$ cat src/rtl/tst_pkg.sv
// shared types and constants for the thread slot table
`timescale 1ns / 1ps

package tst_pkg;

   localparam int ACTION_W     = 3;
   localparam int SLOT_FIELD_W = 4;
   localparam int ID_FIELD_W   = 16;
   localparam int VALUE_W      = 32;
   localparam int STATUS_W     = 2;
   localparam int MAX_RESULTS  = 8;
   // queue depth is a power of two so the pointers wrap on their own
   localparam int QUEUE_DEPTH  = 2;
   localparam int QPTR_W       = $clog2(QUEUE_DEPTH);
   localparam int QCNT_W       = $clog2(QUEUE_DEPTH + 1);

   typedef enum logic [ACTION_W-1:0] {
      OP_SPAWN     = 3'd0,
      OP_FORK      = 3'd1,
      OP_KILL_SLOT = 3'd2,
      OP_KILL_ID   = 3'd3,
      OP_LOOKUP    = 3'd4,
      OP_BLOCK     = 3'd5,
      OP_NOTIFY    = 3'd6,
      OP_BAD       = 3'd7
   } op_type;

   typedef enum logic [STATUS_W-1:0] {
      ST_OK      = 2'd0,
      ST_INVALID = 2'd1,
      ST_FULL    = 2'd2
   } status_type;

   typedef enum logic [1:0] {
      SLOT_EMPTY    = 2'd0,
      SLOT_RUNNABLE = 2'd1,
      SLOT_BLOCKED  = 2'd2
   } slot_state_type;

   typedef enum logic [3:0] {
      ENG_IDLE,
      ENG_DISPATCH,
      ENG_FIND,
      ENG_FORK_RD,
      ENG_KILL_RD,
      ENG_BLOCK_RD,
      ENG_SCAN,
      ENG_NOTE_RD,
      ENG_WAKE_SCAN,
      ENG_WAKE_SEEK,
      ENG_WAKE_RD,
      ENG_EMIT
   } eng_state_type;

   typedef struct packed {
      op_type                  op;
      logic [SLOT_FIELD_W-1:0] slot;
      logic                    fail;
      logic [ID_FIELD_W-1:0]   tid;
      logic [VALUE_W-1:0]      value;
   } cmd_type;

   typedef struct packed {
      status_type              status;
      logic [SLOT_FIELD_W-1:0] slot;
      logic [ID_FIELD_W-1:0]   id;
      logic [VALUE_W-1:0]      value;
      logic                    last;
   } rsp_type;

endpackage

$ cat src/rtl/tst_front.sv
// front end: takes request items and classifies them into commands
`timescale 1ns / 1ps

module tst_front #(
   parameter int SLOT_COUNT = 8
) (
   input  logic                            req_valid,
   output logic                            req_ready,
   input  logic [tst_pkg::ACTION_W-1:0]    req_action,
   input  logic [tst_pkg::SLOT_FIELD_W-1:0] req_slot,
   input  logic [tst_pkg::ID_FIELD_W-1:0]  req_thread_id,
   input  logic [tst_pkg::VALUE_W-1:0]     req_pass_value,
   input  logic                            q_full,
   output logic                            q_push,
   output tst_pkg::cmd_type                q_cmd
);
   import tst_pkg::*;

   op_type op;
   logic   in_range;
   logic   fail;

   assign op       = op_type'(req_action);
   assign in_range = (32'(req_slot) < SLOT_COUNT);

   // actions that name a slot fail early when it is out of range
   always_comb begin
      case (op)
         OP_SPAWN, OP_KILL_ID, OP_LOOKUP: begin
            fail = 1'b0;
         end
         OP_FORK, OP_KILL_SLOT, OP_BLOCK, OP_NOTIFY: begin
            fail = !in_range;
         end
         default: begin
            fail = 1'b1;
         end
      endcase
   end

   assign req_ready   = !q_full;
   assign q_push      = req_valid && !q_full;
   assign q_cmd.op    = op;
   assign q_cmd.slot  = req_slot;
   assign q_cmd.fail  = fail;
   assign q_cmd.tid   = req_thread_id;
   assign q_cmd.value = req_pass_value;

endmodule

$ cat src/rtl/tst_cmd_queue.sv
// short command queue between front end and engine
`timescale 1ns / 1ps

module tst_cmd_queue (
   input  logic             clock,
   input  logic             reset,
   input  logic             push,
   input  tst_pkg::cmd_type push_cmd,
   output logic             full,
   input  logic             pop,
   output logic             pop_valid,
   output tst_pkg::cmd_type pop_cmd
);
   import tst_pkg::*;

   cmd_type             entry_ff [QUEUE_DEPTH];
   logic [QPTR_W-1:0]   wr_ptr_ff, wr_ptr_in;
   logic [QPTR_W-1:0]   rd_ptr_ff, rd_ptr_in;
   logic [QCNT_W-1:0]   cnt_ff, cnt_in;
   logic                do_push, do_pop;

   assign full      = (cnt_ff == QCNT_W'(QUEUE_DEPTH));
   assign pop_valid = (cnt_ff != '0);
   assign pop_cmd   = entry_ff[rd_ptr_ff];
   assign do_push   = push && !full;
   assign do_pop    = pop && pop_valid;

   always_comb begin
      wr_ptr_in = wr_ptr_ff;
      rd_ptr_in = rd_ptr_ff;
      cnt_in    = cnt_ff;
      if (do_push) begin
         wr_ptr_in = wr_ptr_ff + 1'b1;
      end
      if (do_pop) begin
         rd_ptr_in = rd_ptr_ff + 1'b1;
      end
      if (do_push && !do_pop) begin
         cnt_in = cnt_ff + 1'b1;
      end else if (do_pop && !do_push) begin
         cnt_in = cnt_ff - 1'b1;
      end
   end

   always_ff @(posedge clock) begin
      if (do_push) begin
         entry_ff[wr_ptr_ff] <= push_cmd;
      end
   end

   always_ff @(posedge clock) begin
      if (reset) begin
         wr_ptr_ff <= '0;
         rd_ptr_ff <= '0;
         cnt_ff    <= '0;
      end else begin
         wr_ptr_ff <= wr_ptr_in;
         rd_ptr_ff <= rd_ptr_in;
         cnt_ff    <= cnt_in;
      end
   end

endmodule

$ cat src/rtl/tst_engine.sv
// back end: slot table, id counter, slot scans and result register
`timescale 1ns / 1ps

module tst_engine #(
   parameter int SLOT_COUNT = 8,
   parameter int ID_WIDTH   = 16
) (
   input  logic             clock,
   input  logic             reset,
   input  logic             q_valid,
   input  tst_pkg::cmd_type q_cmd,
   output logic             q_pop,
   output logic             rsp_valid,
   input  logic             rsp_ready,
   output tst_pkg::rsp_type rsp
);
   import tst_pkg::*;

   localparam int SW = $clog2(SLOT_COUNT);
   localparam int CW = $clog2(SLOT_COUNT + 1);

   // slot record memory: id, waiting flag, awaited id
   logic [ID_WIDTH-1:0] mem_id  [SLOT_COUNT];
   logic                mem_wait[SLOT_COUNT];
   logic [ID_WIDTH-1:0] mem_awt [SLOT_COUNT];

   eng_state_type       state_ff, state_in;
   cmd_type             cmd_ff, cmd_in;
   logic [CW-1:0]       idx_ff, idx_in;
   logic                chk_vld_ff, chk_vld_in;
   logic [SW-1:0]       chk_idx_ff, chk_idx_in;
   logic [SW-1:0]       dest_ff, dest_in;
   logic [ID_WIDTH-1:0] nid_ff, nid_in;
   logic [SLOT_COUNT-1:0] mask_ff, mask_in;
   logic [CW-1:0]       total_ff, total_in;
   logic [CW-1:0]       n_ff, n_in;
   logic                more_ff, more_in;
   rsp_type             res_ff, res_in;
   logic                out_vld_ff, out_vld_in;
   rsp_type             out_ff, out_in;
   logic [ID_WIDTH-1:0] ctr_ff, ctr_in;
   slot_state_type      slot_state_ff [SLOT_COUNT];
   slot_state_type      slot_state_in [SLOT_COUNT];
   logic [SLOT_COUNT-1:0] written_ff, written_in;

   logic                rd_en;
   logic [SW-1:0]       rd_addr;
   logic [ID_WIDTH-1:0] rd_id_ff, rd_awt_ff;
   logic                rd_wait_ff, rd_written_ff;
   logic                wr_en;
   logic [SW-1:0]       wr_addr;
   logic [ID_WIDTH-1:0] wr_id, wr_awt;
   logic                wr_wait;

   logic [SW-1:0]       s_idx, f_idx;
   logic [ID_WIDTH-1:0] tid_m, ctr_inc, new_id;
   logic [ID_WIDTH-1:0] rec_id, rec_awt;
   logic                rec_wait;
   logic                src_empty, f_empty, f_last;
   logic                issue_ok, chk_last, id_match, wake_hit, wake_last;
   logic                out_free;
   rsp_type             res_invalid, res_full;

   function automatic rsp_type ok_rsp(input logic [SW-1:0] slot,
                                      input logic [ID_WIDTH-1:0] id,
                                      input logic [VALUE_W-1:0] value,
                                      input logic last);
      rsp_type r;
      r.status = ST_OK;
      r.slot   = SLOT_FIELD_W'(slot);
      r.id     = ID_FIELD_W'(id);
      r.value  = value;
      r.last   = last;
      return r;
   endfunction

   assign res_invalid = '{status: ST_INVALID, slot: SLOT_FIELD_W'(SLOT_COUNT),
                          id: '0, value: '0, last: 1'b1};
   assign res_full    = '{status: ST_FULL, slot: SLOT_FIELD_W'(SLOT_COUNT),
                          id: '0, value: '0, last: 1'b1};

   assign s_idx     = SW'(cmd_ff.slot);
   assign f_idx     = SW'(idx_ff);
   assign tid_m     = ID_WIDTH'(cmd_ff.tid);
   assign ctr_inc   = ctr_ff + 1'b1;
   // counter skips zero
   assign new_id    = (ctr_inc == '0) ? ID_WIDTH'(1) : ctr_inc;
   // entries never written read as their reset value
   assign rec_id    = rd_written_ff ? rd_id_ff : '0;
   assign rec_wait  = rd_written_ff ? rd_wait_ff : 1'b0;
   assign rec_awt   = rd_written_ff ? rd_awt_ff : '0;
   assign src_empty = (slot_state_ff[s_idx] == SLOT_EMPTY);
   assign f_empty   = (slot_state_ff[f_idx] == SLOT_EMPTY);
   assign f_last    = (f_idx == SW'(SLOT_COUNT - 1));
   assign issue_ok  = (idx_ff < CW'(SLOT_COUNT));
   assign chk_last  = chk_vld_ff && (chk_idx_ff == SW'(SLOT_COUNT - 1));
   assign id_match  = chk_vld_ff && (slot_state_ff[chk_idx_ff] != SLOT_EMPTY) &&
                      (rec_id == tid_m);
   assign wake_hit  = chk_vld_ff && (slot_state_ff[chk_idx_ff] == SLOT_BLOCKED) &&
                      rec_wait && (rec_awt == nid_ff);
   assign wake_last = (32'(n_ff) == MAX_RESULTS - 1) ||
                      (CW'(n_ff + 1'b1) == total_ff);
   assign out_free  = !out_vld_ff || rsp_ready;

   // next state
   always_comb begin
      state_in = state_ff;
      case (state_ff)
         ENG_IDLE: begin
            if (q_valid) begin
               state_in = ENG_DISPATCH;
            end
         end
         ENG_DISPATCH: begin
            if (cmd_ff.fail) begin
               state_in = ENG_EMIT;
            end else begin
               case (cmd_ff.op)
                  OP_SPAWN, OP_FORK:     state_in = ENG_FIND;
                  OP_KILL_SLOT:          state_in = ENG_KILL_RD;
                  OP_BLOCK:              state_in = src_empty ? ENG_EMIT : ENG_BLOCK_RD;
                  OP_KILL_ID, OP_LOOKUP: state_in = ENG_SCAN;
                  OP_NOTIFY:             state_in = ENG_NOTE_RD;
                  default:               state_in = ENG_EMIT;
               endcase
            end
         end
         ENG_FIND: begin
            if (f_empty) begin
               if (cmd_ff.op == OP_FORK && !src_empty) begin
                  state_in = ENG_FORK_RD;
               end else begin
                  state_in = ENG_EMIT;
               end
            end else if (f_last) begin
               state_in = ENG_EMIT;
            end
         end
         ENG_FORK_RD, ENG_KILL_RD, ENG_BLOCK_RD, ENG_WAKE_RD: begin
            state_in = ENG_EMIT;
         end
         ENG_SCAN: begin
            if (id_match || chk_last) begin
               state_in = ENG_EMIT;
            end
         end
         ENG_NOTE_RD: begin
            state_in = ENG_WAKE_SCAN;
         end
         ENG_WAKE_SCAN: begin
            if (chk_last) begin
               if (mask_ff == '0 && !wake_hit) begin
                  state_in = ENG_EMIT;
               end else begin
                  state_in = ENG_WAKE_SEEK;
               end
            end
         end
         ENG_WAKE_SEEK: begin
            if (mask_ff[f_idx]) begin
               state_in = ENG_WAKE_RD;
            end
         end
         ENG_EMIT: begin
            if (out_free) begin
               state_in = more_ff ? ENG_WAKE_SEEK : ENG_IDLE;
            end
         end
         default: begin
            state_in = ENG_IDLE;
         end
      endcase
   end

   // datapath and table updates
   always_comb begin
      q_pop         = 1'b0;
      cmd_in        = cmd_ff;
      idx_in        = idx_ff;
      chk_vld_in    = chk_vld_ff;
      chk_idx_in    = chk_idx_ff;
      dest_in       = dest_ff;
      nid_in        = nid_ff;
      mask_in       = mask_ff;
      total_in      = total_ff;
      n_in          = n_ff;
      more_in       = more_ff;
      res_in        = res_ff;
      ctr_in        = ctr_ff;
      slot_state_in = slot_state_ff;
      written_in    = written_ff;
      rd_en         = 1'b0;
      rd_addr       = s_idx;
      wr_en         = 1'b0;
      wr_addr       = s_idx;
      wr_id         = rec_id;
      wr_wait       = rec_wait;
      wr_awt        = rec_awt;
      out_vld_in    = out_vld_ff && !rsp_ready;
      out_in        = out_ff;

      case (state_ff)
         ENG_IDLE: begin
            q_pop   = q_valid;
            cmd_in  = q_cmd;
            more_in = 1'b0;
         end
         ENG_DISPATCH: begin
            res_in     = res_invalid;
            idx_in     = '0;
            chk_vld_in = 1'b0;
            if (!cmd_ff.fail && (cmd_ff.op == OP_KILL_SLOT || cmd_ff.op == OP_NOTIFY ||
                                 (cmd_ff.op == OP_BLOCK && !src_empty))) begin
               rd_en = 1'b1;
            end
         end
         ENG_FIND: begin
            idx_in = idx_ff + 1'b1;
            if (f_empty) begin
               if (cmd_ff.op == OP_SPAWN) begin
                  slot_state_in[f_idx] = SLOT_RUNNABLE;
                  written_in[f_idx]    = 1'b1;
                  wr_en   = 1'b1;
                  wr_addr = f_idx;
                  wr_id   = new_id;
                  wr_wait = 1'b0;
                  wr_awt  = '0;
                  ctr_in  = new_id;
                  res_in  = ok_rsp(f_idx, new_id, '0, 1'b1);
               end else if (!src_empty) begin
                  rd_en   = 1'b1;
                  dest_in = f_idx;
               end
            end else if (f_last) begin
               res_in = res_full;
            end
         end
         ENG_FORK_RD: begin
            // the copy keeps state and wait target, only the id is fresh
            slot_state_in[dest_ff] = slot_state_ff[s_idx];
            written_in[dest_ff]    = 1'b1;
            wr_en   = 1'b1;
            wr_addr = dest_ff;
            wr_id   = new_id;
            ctr_in  = new_id;
            res_in  = ok_rsp(dest_ff, new_id, '0, 1'b1);
         end
         ENG_KILL_RD: begin
            slot_state_in[s_idx] = SLOT_EMPTY;
            res_in = ok_rsp(s_idx, rec_id, '0, 1'b1);
         end
         ENG_BLOCK_RD: begin
            slot_state_in[s_idx] = SLOT_BLOCKED;
            written_in[s_idx]    = 1'b1;
            wr_en   = 1'b1;
            wr_wait = 1'b1;
            wr_awt  = tid_m;
            res_in  = ok_rsp(s_idx, rec_id, '0, 1'b1);
         end
         ENG_SCAN: begin
            // read one slot ahead while the previous one is compared
            chk_vld_in = issue_ok;
            chk_idx_in = f_idx;
            if (issue_ok) begin
               rd_en   = 1'b1;
               rd_addr = f_idx;
               idx_in  = idx_ff + 1'b1;
            end
            if (id_match) begin
               if (cmd_ff.op == OP_KILL_ID) begin
                  slot_state_in[chk_idx_ff] = SLOT_EMPTY;
               end
               res_in = ok_rsp(chk_idx_ff, rec_id, '0, 1'b1);
            end
         end
         ENG_NOTE_RD: begin
            nid_in     = rec_id;
            idx_in     = '0;
            chk_vld_in = 1'b0;
            mask_in    = '0;
            total_in   = '0;
         end
         ENG_WAKE_SCAN: begin
            chk_vld_in = issue_ok;
            chk_idx_in = f_idx;
            if (issue_ok) begin
               rd_en   = 1'b1;
               rd_addr = f_idx;
               idx_in  = idx_ff + 1'b1;
            end
            if (wake_hit) begin
               slot_state_in[chk_idx_ff] = SLOT_RUNNABLE;
               mask_in[chk_idx_ff]       = 1'b1;
               total_in                  = total_ff + 1'b1;
            end
            if (chk_last) begin
               idx_in = '0;
               n_in   = '0;
            end
         end
         ENG_WAKE_SEEK: begin
            if (mask_ff[f_idx]) begin
               rd_en   = 1'b1;
               rd_addr = f_idx;
            end else begin
               idx_in = idx_ff + 1'b1;
            end
         end
         ENG_WAKE_RD: begin
            res_in  = ok_rsp(f_idx, rec_id, cmd_ff.value, wake_last);
            more_in = !wake_last;
         end
         ENG_EMIT: begin
            if (out_free) begin
               out_vld_in = 1'b1;
               out_in     = res_ff;
               if (more_ff) begin
                  idx_in = idx_ff + 1'b1;
                  n_in   = n_ff + 1'b1;
               end
            end
         end
         default: begin
            q_pop = 1'b0;
         end
      endcase
   end

   // record memory with registered read
   always_ff @(posedge clock) begin
      if (wr_en) begin
         mem_id[wr_addr]   <= wr_id;
         mem_wait[wr_addr] <= wr_wait;
         mem_awt[wr_addr]  <= wr_awt;
      end
      if (rd_en) begin
         rd_id_ff      <= mem_id[rd_addr];
         rd_wait_ff    <= mem_wait[rd_addr];
         rd_awt_ff     <= mem_awt[rd_addr];
         rd_written_ff <= written_ff[rd_addr];
      end
   end

   always_ff @(posedge clock) begin
      cmd_in_hold: begin
         cmd_ff     <= cmd_in;
         idx_ff     <= idx_in;
         chk_idx_ff <= chk_idx_in;
         dest_ff    <= dest_in;
         nid_ff     <= nid_in;
         mask_ff    <= mask_in;
         total_ff   <= total_in;
         n_ff       <= n_in;
         res_ff     <= res_in;
         out_ff     <= out_in;
      end
   end

   always_ff @(posedge clock) begin
      if (reset) begin
         state_ff   <= ENG_IDLE;
         chk_vld_ff <= 1'b0;
         more_ff    <= 1'b0;
         out_vld_ff <= 1'b0;
         ctr_ff     <= '0;
         written_ff <= '0;
         for (int i = 0; i < SLOT_COUNT; i++) begin
            slot_state_ff[i] <= SLOT_EMPTY;
         end
      end else begin
         state_ff      <= state_in;
         chk_vld_ff    <= chk_vld_in;
         more_ff       <= more_in;
         out_vld_ff    <= out_vld_in;
         ctr_ff        <= ctr_in;
         written_ff    <= written_in;
         slot_state_ff <= slot_state_in;
      end
   end

   assign rsp_valid = out_vld_ff;
   assign rsp       = out_ff;

endmodule

$ cat src/rtl/thread_slot_table.sv
// top level of the thread slot table
`timescale 1ns / 1ps
// spawn and fork walk the slots from zero to the first empty one (full when none is left),
// a fork then reads its source slot; kill slot and block read the named slot; kill id and
// lookup scan up to the matching slot; notify walks every slot, then seeks and reads each
// woken slot in turn, one result per woken slot up to MAX_RESULTS; failed checks go to emit
// one item at a time: an item holds the engine until its last result is emitted, a stalled result
// holds it in its emit step; a two-entry command queue keeps taking items meanwhile
// synchronous reset empties every slot and zeroes the id counter at once, no clearing pass

module thread_slot_table #(
   parameter int SLOT_COUNT = 8,
   parameter int ID_WIDTH   = 16
) (
   input  logic                             clock,
   input  logic                             reset,
   // request item
   input  logic                             req_valid,
   output logic                             req_ready,
   input  logic [tst_pkg::ACTION_W-1:0]     req_action,
   input  logic [tst_pkg::SLOT_FIELD_W-1:0] req_slot,
   input  logic [tst_pkg::ID_FIELD_W-1:0]   req_thread_id,
   input  logic [tst_pkg::VALUE_W-1:0]      req_pass_value,
   // result item
   output logic                             rsp_valid,
   input  logic                             rsp_ready,
   output logic [tst_pkg::STATUS_W-1:0]     rsp_status,
   output logic [tst_pkg::SLOT_FIELD_W-1:0] rsp_result_slot,
   output logic [tst_pkg::ID_FIELD_W-1:0]   rsp_result_id,
   output logic [tst_pkg::VALUE_W-1:0]      rsp_woken_value,
   output logic                             rsp_last
);
   import tst_pkg::*;

   // front to queue
   logic    q_full;
   logic    q_push;
   cmd_type push_cmd;
   // queue to engine
   logic    q_valid;
   logic    q_pop;
   cmd_type q_cmd;
   // engine result register
   rsp_type rsp;

   // decode and early range checks, no table state needed here
   tst_front #(
      .SLOT_COUNT (SLOT_COUNT)
   ) u_front (
      .req_valid      (req_valid),
      .req_ready      (req_ready),
      .req_action     (req_action),
      .req_slot       (req_slot),
      .req_thread_id  (req_thread_id),
      .req_pass_value (req_pass_value),
      .q_full         (q_full),
      .q_push         (q_push),
      .q_cmd          (push_cmd)
   );

   // decouples request side from the slot engine
   tst_cmd_queue u_queue (
      .clock     (clock),
      .reset     (reset),
      .push      (q_push),
      .push_cmd  (push_cmd),
      .full      (q_full),
      .pop       (q_pop),
      .pop_valid (q_valid),
      .pop_cmd   (q_cmd)
   );

   // slot table, id counter, scans, result register
   tst_engine #(
      .SLOT_COUNT (SLOT_COUNT),
      .ID_WIDTH   (ID_WIDTH)
   ) u_engine (
      .clock     (clock),
      .reset     (reset),
      .q_valid   (q_valid),
      .q_cmd     (q_cmd),
      .q_pop     (q_pop),
      .rsp_valid (rsp_valid),
      .rsp_ready (rsp_ready),
      .rsp       (rsp)
   );

   // result item onto its ports
   assign rsp_status      = rsp.status;
   assign rsp_result_slot = rsp.slot;
   assign rsp_result_id   = rsp.id;
   assign rsp_woken_value = rsp.value;
   assign rsp_last        = rsp.last;

endmodule

$ cat config.mk
export PLATFORM = sky130hd
export DESIGN_NAME = thread_slot_table
export DESIGN_NICKNAME = d
export VERILOG_FILES = /design/src/rtl/tst_pkg.sv /design/src/rtl/tst_front.sv /design/src/rtl/tst_cmd_queue.sv /design/src/rtl/tst_engine.sv /design/src/rtl/thread_slot_table.sv
export SDC_FILE = /design/constraint.sdc
export NUM_CORES = 1
export LEC_CHECK = 0
export ABC_AREA = 1
export BUFFER_PORTS_ARGS = -buffer_cell sky130_fd_sc_hd__buf_2
export CORE_MARGIN = 1
export CORE_UTILIZATION = 30
export DETAILED_ROUTE_END_ITERATION = 6
export GPL_ROUTABILITY_DRIVEN = 0
export PLACE_DENSITY = 0.57
export SYNTH_ARGS = -nofsm -noshare
export SYNTH_HDL_FRONTEND = slang
export SYNTH_SLANG_ARGS = --single-unit
$ cat constraint.sdc
create_clock -name clock -period 8.94 [get_ports clock]
set_clock_uncertainty 0.15 [all_clocks]
set_input_delay 0.894 -clock clock [delete_from_list [all_inputs] [get_ports clock]]
set_output_delay 0.894 -clock clock [all_outputs]
set_load 0.005 [all_outputs]
== Word-level counts from Yosys, hierarchy flattened ==
Memory sizes are Yosys's and may differ from the RTL's. A register that Yosys moved wholly into a read port is not among the register bits.
Index checks and enable logic that the tools add are counted.
Cells by class
  $lt $le $gt $ge: 19
  bitwise logic cells: 23
  reductions and logical operators: 77
  $add $sub $neg: 8
  eq/ne operators: 45
  mux-type cells: 116
Operators with widths (count)
  $pmux 55 s6: 1
  $mux 16: 14
  $mux 55: 4
  $pmux 16 s2: 3
  $pmux 16 s6: 1
  $mux 4: 20
  $or 8x8->8: 7
  $pmux 4 s9: 1
  $and 16x16->16: 2
  $eq 16x16->1: 2
  $not 16->16: 2
  $mux 2: 13
  $and 8x8->8: 3
  $demux 2 s3: 4
  $eq 3x3->1 const B: 8
  $logic_and 1x1->1: 24
  $mux 1: 24
  $mux 8: 3
  $not 8->8: 3
  $pmux 4 s6: 1
  $pmux 8 s3: 1
  $ne 2x1->1 const B: 11
  $eq 4x3->1 const B: 5
  $lt 3x4->1 const B: 5
  49 further kinds: 126
Word-level totals
  RAM bits: 376
  memories: 4
  input port bits: 59
  register bits after elaboration: 204
Memory list
  u_engine.mem_awt: depth 8, width 16, read ports 1, clocked after memory_dff 1, wr ports 1, RTL line tst_engine.sv:25  | logic [ID_WIDTH-1:0] mem_awt [SLOT_COUNT];
  u_engine.mem_id: depth 8, width 16, read ports 1, clocked after memory_dff 1, wr ports 1, RTL line tst_engine.sv:23  | logic [ID_WIDTH-1:0] mem_id [SLOT_COUNT];
  u_queue.entry_ff: depth 2, width 56, read ports 1, clocked after memory_dff 1, wr ports 1, RTL line tst_cmd_queue.sv:16  | cmd_type entry_ff [QUEUE_DEPTH];
  u_engine.mem_wait: depth 8, width 1, read ports 1, clocked after memory_dff 1, wr ports 1, RTL line tst_engine.sv:24  | logic mem_wait[SLOT_COUNT];

== Longest topological paths before layout ==
  depth after elaboration: 13
  mapped depth: 18
  mapped depth without buffers: 16

== By module ==
A second synthesis with hierarchy kept.
Second synthesis, totals
  cell total of the unflattened synthesis: 2728
  area total of the unflattened synthesis: 29908.7 um^2
Modules (own cells, without submodules)
  tst_engine: cells an instance 2451, times used 1, sequential area each 16105.4 um^2, area each 25002.7 um^2
  tst_cmd_queue: cells an instance 211, times used 1, sequential area each 3463.3 um^2, area each 4445.5 um^2
  tst_front: cells an instance 66, times used 1, sequential area each 0.0 um^2, area each 460.4 um^2

== Worst setup path after synthesis ==
OpenSTA, ideal clock, no wires.
  path kind: reg-to-reg
  from: reg u_engine.idx_ff[0]
  to: reg u_engine.res_ff[0] in the netlist's numbering, enable pin
  required time: 8.243 ns
  period minus slack after synthesis: 6.041 ns
  path slack: 2.899 ns
  stages on the path, launching flop included: 11
  arrival: 5.344 ns
  path buffers: 1
  cells stage by stage: edfxtp_1 buf_4 inv_2 nor2_1 o21ai_0 nand2_1 nor2_1 nand2_1 nand2_1 nor2_1 nor3b_1
On the way
  longest elaborated chain between the ends: 7
  elaborated cells on any way between the ends: 9
  classes of those cells: eq/ne: 3; mux: 3; bitwise: 1; reduce/logical: 2
RTL lines
  from (decl): RTL line tst_engine.sv:29  | logic [CW-1:0] idx_ff, idx_in;
  from (signal assigned): RTL line tst_engine.sv:347  | idx_ff <= idx_in;
  $not 3->4 (implied by the code): RTL line tst_engine.sv:93  | assign f_empty = (slot_state_ff[f_idx] == SLOT_EMPTY);
  $bmux 2 s3: RTL line tst_engine.sv:93
  $mux 2 (implied by the code) (2 in a row): RTL line tst_engine.sv:93
  $logic_not 2->1: RTL line tst_engine.sv:93
  $ne 3x3->1 (no line) or $ne 3x1->1 (tied branches)
  $reduce_and 4->1 (no line) (*)
  to (signal assigned): RTL line tst_engine.sv:354  | res_ff <= res_in;
  to (decl): RTL line tst_engine.sv:38  | rsp_type res_ff, res_in;
Every way passes the cells marked *; elsewhere a longest branch is shown, timed or not. The select of a mux whose other input is x is not followed.
A chain may end at the register's enable or synchronous reset.

== Worst setup path after layout ==
  from: reg u_engine.state_ff[1]
  to: reg u_engine.rd_id_ff[10] (read register of u_engine.mem_id), data pin
On the way
  longest elaborated chain between the ends: 3
  elaborated cells on any way between the ends: 8
  classes of those cells: eq/ne: 5; mux: 2; reduce/logical: 1
RTL lines
  from (decl): RTL line tst_engine.sv:27  | eng_state_type state_ff, state_in;
  from (signal assigned): RTL line tst_engine.sv:371  | state_ff <= state_in;
  $eq 4x3->1 or $eq 4x4->1 (tied branches): RTL line tst_engine.sv:202  | case (state_ff)
  $reduce_or 2->1 (no line)
  $pmux 1 s4 or $pmux 3 s2 (tied branches): RTL line tst_engine.sv:202
  to (decl): RTL line tst_engine.sv:48  | logic [ID_WIDTH-1:0] rd_id_ff, rd_awt_ff;
Parallel ways exist; a longest one is shown, timed or not.

==> impl_results.md <==
* Seq/Total Area, Yosys at 0.669
* Slowest stage cell on the critical path: nand2_4
* Post-route ant nets at 0
* N_diodes at 0
* Startpoint Class: flip-flop
* Fin cells at 4183
* Total power at between 10 and 15 mW
* Rows at about 110
* Vias per cell at 4.74
* Post-synthesis cell area at 29100 um^2
* RSZ-0062 raised after global routing: false
* Number of global-route vias before repair at 18.5k
* Global-route wire length before repair at around 110000 um
* CTS tree: built
* Post-CTS sizing at 0
* Worst-path clk slew at approximately 0.060 ns
* Max Clk Rate at 0.210 GHz
* Proportion of layout cells with a drive suffix above 1 at 0.100
* EDFF count, synth at just over 600
* Outcome: completed
* CP Capture Point: u_engine.rd_id_ff[10]$_DFFE_PP_
* Int Power at about 6.8 mW
* P&R area growth vs syn at 14.3%
* Maximum root-to-sink buffer count at 3
* Total number of vias at 19.8k
* CP dominant cell by count: nand2_1
* Initial antenna violation count at 0
* Critical Path, Cell by Cell: nor2_2, nand2_1, buf_4, inv_2, nor2_2, inv_2, nand2_1, nand3_4, nand2_4, buf_4, nand2_1, nand3_1, nand2_1, nand2_1, nand2_1
* Switching share of power at 0.367
* Clk_lat worst skew at 0.64 ns
* Slew Limit Fails at 0
* Cts hold-fix bufs at 0
* Worst vdd ir at approximately 0.31 mV
* Avg WL per Cell at 18.3 um
* Die H at 314 um
* Sw power at 3.94 mW
* Syn nets at 2825
* Warnings from Yosys at 0
* Final-report hold violation count at 0
* GR Util All Layers at 0.152
* Worst EP required at roughly 9.1 ns
* Core outline area at 95600 um^2
* Design Area, Final at 33300 um^2
* Post-Syn Area per Cell at approximately 11 um^2
* HP Class: flip-flop to flip-flop
* Die area at just under 100000 um^2
* Yosys cell types at 40
* Die W at 314 um
* Util after Layout at 0.348
* Top delay family on crit path: simple AND/OR/NAND/NOR gates
* R2r setup slk at about 4.2 ns
* Most frequent cells in the layout: 792 x nand2_1, 615 x edfxtp_1, 309 x inv_1
* DRC viols at 0
* Fin Setup TNS at 0 ns
* Headroom to the max-slew limit at 0.128
* Leakage power at 13.1 nW
* IO buf count at 115
* Synth async-reset ratio at 0
* FF-to-FF End: u_engine.rd_id_ff[10]$_DFFE_PP_
* Initial Utilization at 0.305
* H-Tree Depth at 3
* #FFs+latches synth at roughly 670
* MaxCap Viol Count at 0
* Crit path DAT at 4.96 ns
* Period utilization at 0.532
* Io pins at 116
* Combinational power share at 0.300
* Total grt overflow at 0
* Crit-path max FO at 81
* Critical path endpoint category: flip-flop
* Power Density at roughly 320 nW/um^2
* Drt pass-1 iters at 5
* CTS root buffer: clkbuf_16
* Worst slew pin tran at 1.29 ns
* Slowest stage delay, CP at 0.94 ns
* Total CTS buffers at 72
* Cells after Synth at 2759
* WP depth at 15
* Cells on Worst Hold Path at 0
* Most common cell after layout, fill and taps aside: nand2_1
* Post-CTS Setup Repair Bufs at 0
* Initial DRC Count at 1976
* Dpl cell area at 30900 um^2
* Top_reg_cell synth: edfxtp_1
* Crit. Startpoint: u_engine.state_ff[1]$_SDFFE_PP0P_
* Dpl hpwl at 45800 um
* Tmin final at between 4 and 5 ns
* Kind of critical path: flip-flop to flip-flop
* Part of the power in registers at 0.424
* Final Setup Violations at 0
* Worst r2r src: u_engine.state_ff[1]$_SDFFE_PP0P_
* Placed cell count at 4052
* Routed WL at 76700 um
* Largest net degree at the start of global routing at 82
* CTS Sinks at 666
* Final nets at 2927
* Buf/Inv on CP at 4
* Clock power share at 0.276
* FF-to-FF path depth at 15
cell type report:
cell class	count	area, um^2
Inverter	334	1250
Sequential cell	666	19500
Timing Repair Buffer	146	808
Clock buffer	101	1990
Multi-Input combinational cell	1641	7790
Fill cell	9645	62300
Tap cell	1265	1580
Clock inverter	30	348
cell usage after synthesis, types with 29 or more instances:
master,number,area (um^2)
dfxtp_1,51,1020
o22ai_1,31,194
nor3_1,29,145
inv_1,318,1190
o21ai_0,119,596
edfxtp_1,615,18500
nand3b_1,134,1010
nand2_1,792,2970
nor2_1,151,567
nand3_1,209,1050
a21oi_1,84,420
buf_2,51,255
clkbuf_1,40,150
worst reg2reg max path: stages, from the launching register on:
cell     delay [ns]
dfxtp_1        0.56
nor2_2         0.09
nand2_1        0.08
buf_4          0.32
inv_2          0.24
nor2_2         0.19
inv_2          0.07
nand2_1        0.21
nand3_4        0.46
nand2_4        0.96
buf_4          0.69
nand2_1        0.15
nand3_1        0.11
nand2_1        0.06
nand2_1        0.06
nand2_1        0.06
stage by stage:
step	hold slack, ns	worst slack [ns]
after floorplan	0.250	2.90
after global placement	0.251	4.38
after detailed placement	0.255	4.29
after CTS	0.253	4.23
after global routing	0.269	3.81
final	0.262	4.18
state kept, by name, summed over array words and instances, names as in the netlist, 8 cells and up:
name and flops:
u_engine.tid_m 16, u_engine.mem_id 128, u_engine.nid_ff 16, u_engine.written_ff 8, u_engine.slot_state_ff 16, u_engine.cmd_ff 39
u_engine.ctr_ff 16, u_engine.mem_wait 8, u_engine.rd_awt_ff 16, u_queue.entry_ff 110, u_engine.rsp 55, u_engine.mem_awt 128
u_engine.mask_ff 8, u_engine.rd_id_ff 16, u_engine.res_ff 55
worst min-delay path by stage:
stage                                        startpoint                    endpoint  slack, ns
after global routing      u_engine.res_ff[11]$_DFFE_PP_  u_engine.rsp[11]$_DFFE_PP_       0.27
final                     u_engine.res_ff[51]$_DFFE_PP_  u_engine.rsp[51]$_DFFE_PP_       0.26
after detailed placement  u_engine.res_ff[29]$_DFFE_PP_  u_engine.rsp[29]$_DFFE_PP_       0.25
after floorplan            u_engine.res_ff[0]$_DFFE_PP_   u_engine.rsp[0]$_DFFE_PP_       0.25
after CTS                 u_engine.res_ff[51]$_DFFE_PP_  u_engine.rsp[51]$_DFFE_PP_       0.25
after global placement    u_engine.res_ff[30]$_DFFE_PP_  u_engine.rsp[30]$_DFFE_PP_       0.25
power groups by stage:
| stage | sequential (mW) | combinational, mW | clock [mW] |
|---|---|---|---|
| after global placement | 4.59 | 3.21 | 0 |
| after floorplan | 4.47 | 2.37 | 0 |
| after CTS | 4.54 | 3.24 | 3.01 |
| after detailed placement | 4.60 | 3.23 | 0 |
| final | 4.55 | 3.22 | 2.95 |
| after global routing | 4.58 | 3.60 | 3.12 |
per-layer routing:
| metal | routed length, um | track usage | vias to the layer above |
|---|---|---|---|
| li1 | - | - | 9482 |
| met1 | 32900 | 0.203 | 9521 |
| met2 | 36500 | 0.248 | 660 |
| met3 | 4780 | 0.0257 | 152 |
| met4 | 2520 | 0.0570 | 0 |
| met5 | 0 | 0 | - |
kinds of logic after synthesis:
kind of cell	synth area share
xor+xnor	0.00842
fa+ha+maj	0.00301
buf+inv	0.0654
compound gates	0.0495
simple gates	0.204
flops	0.669
Power figures use the tool's default switching activity.
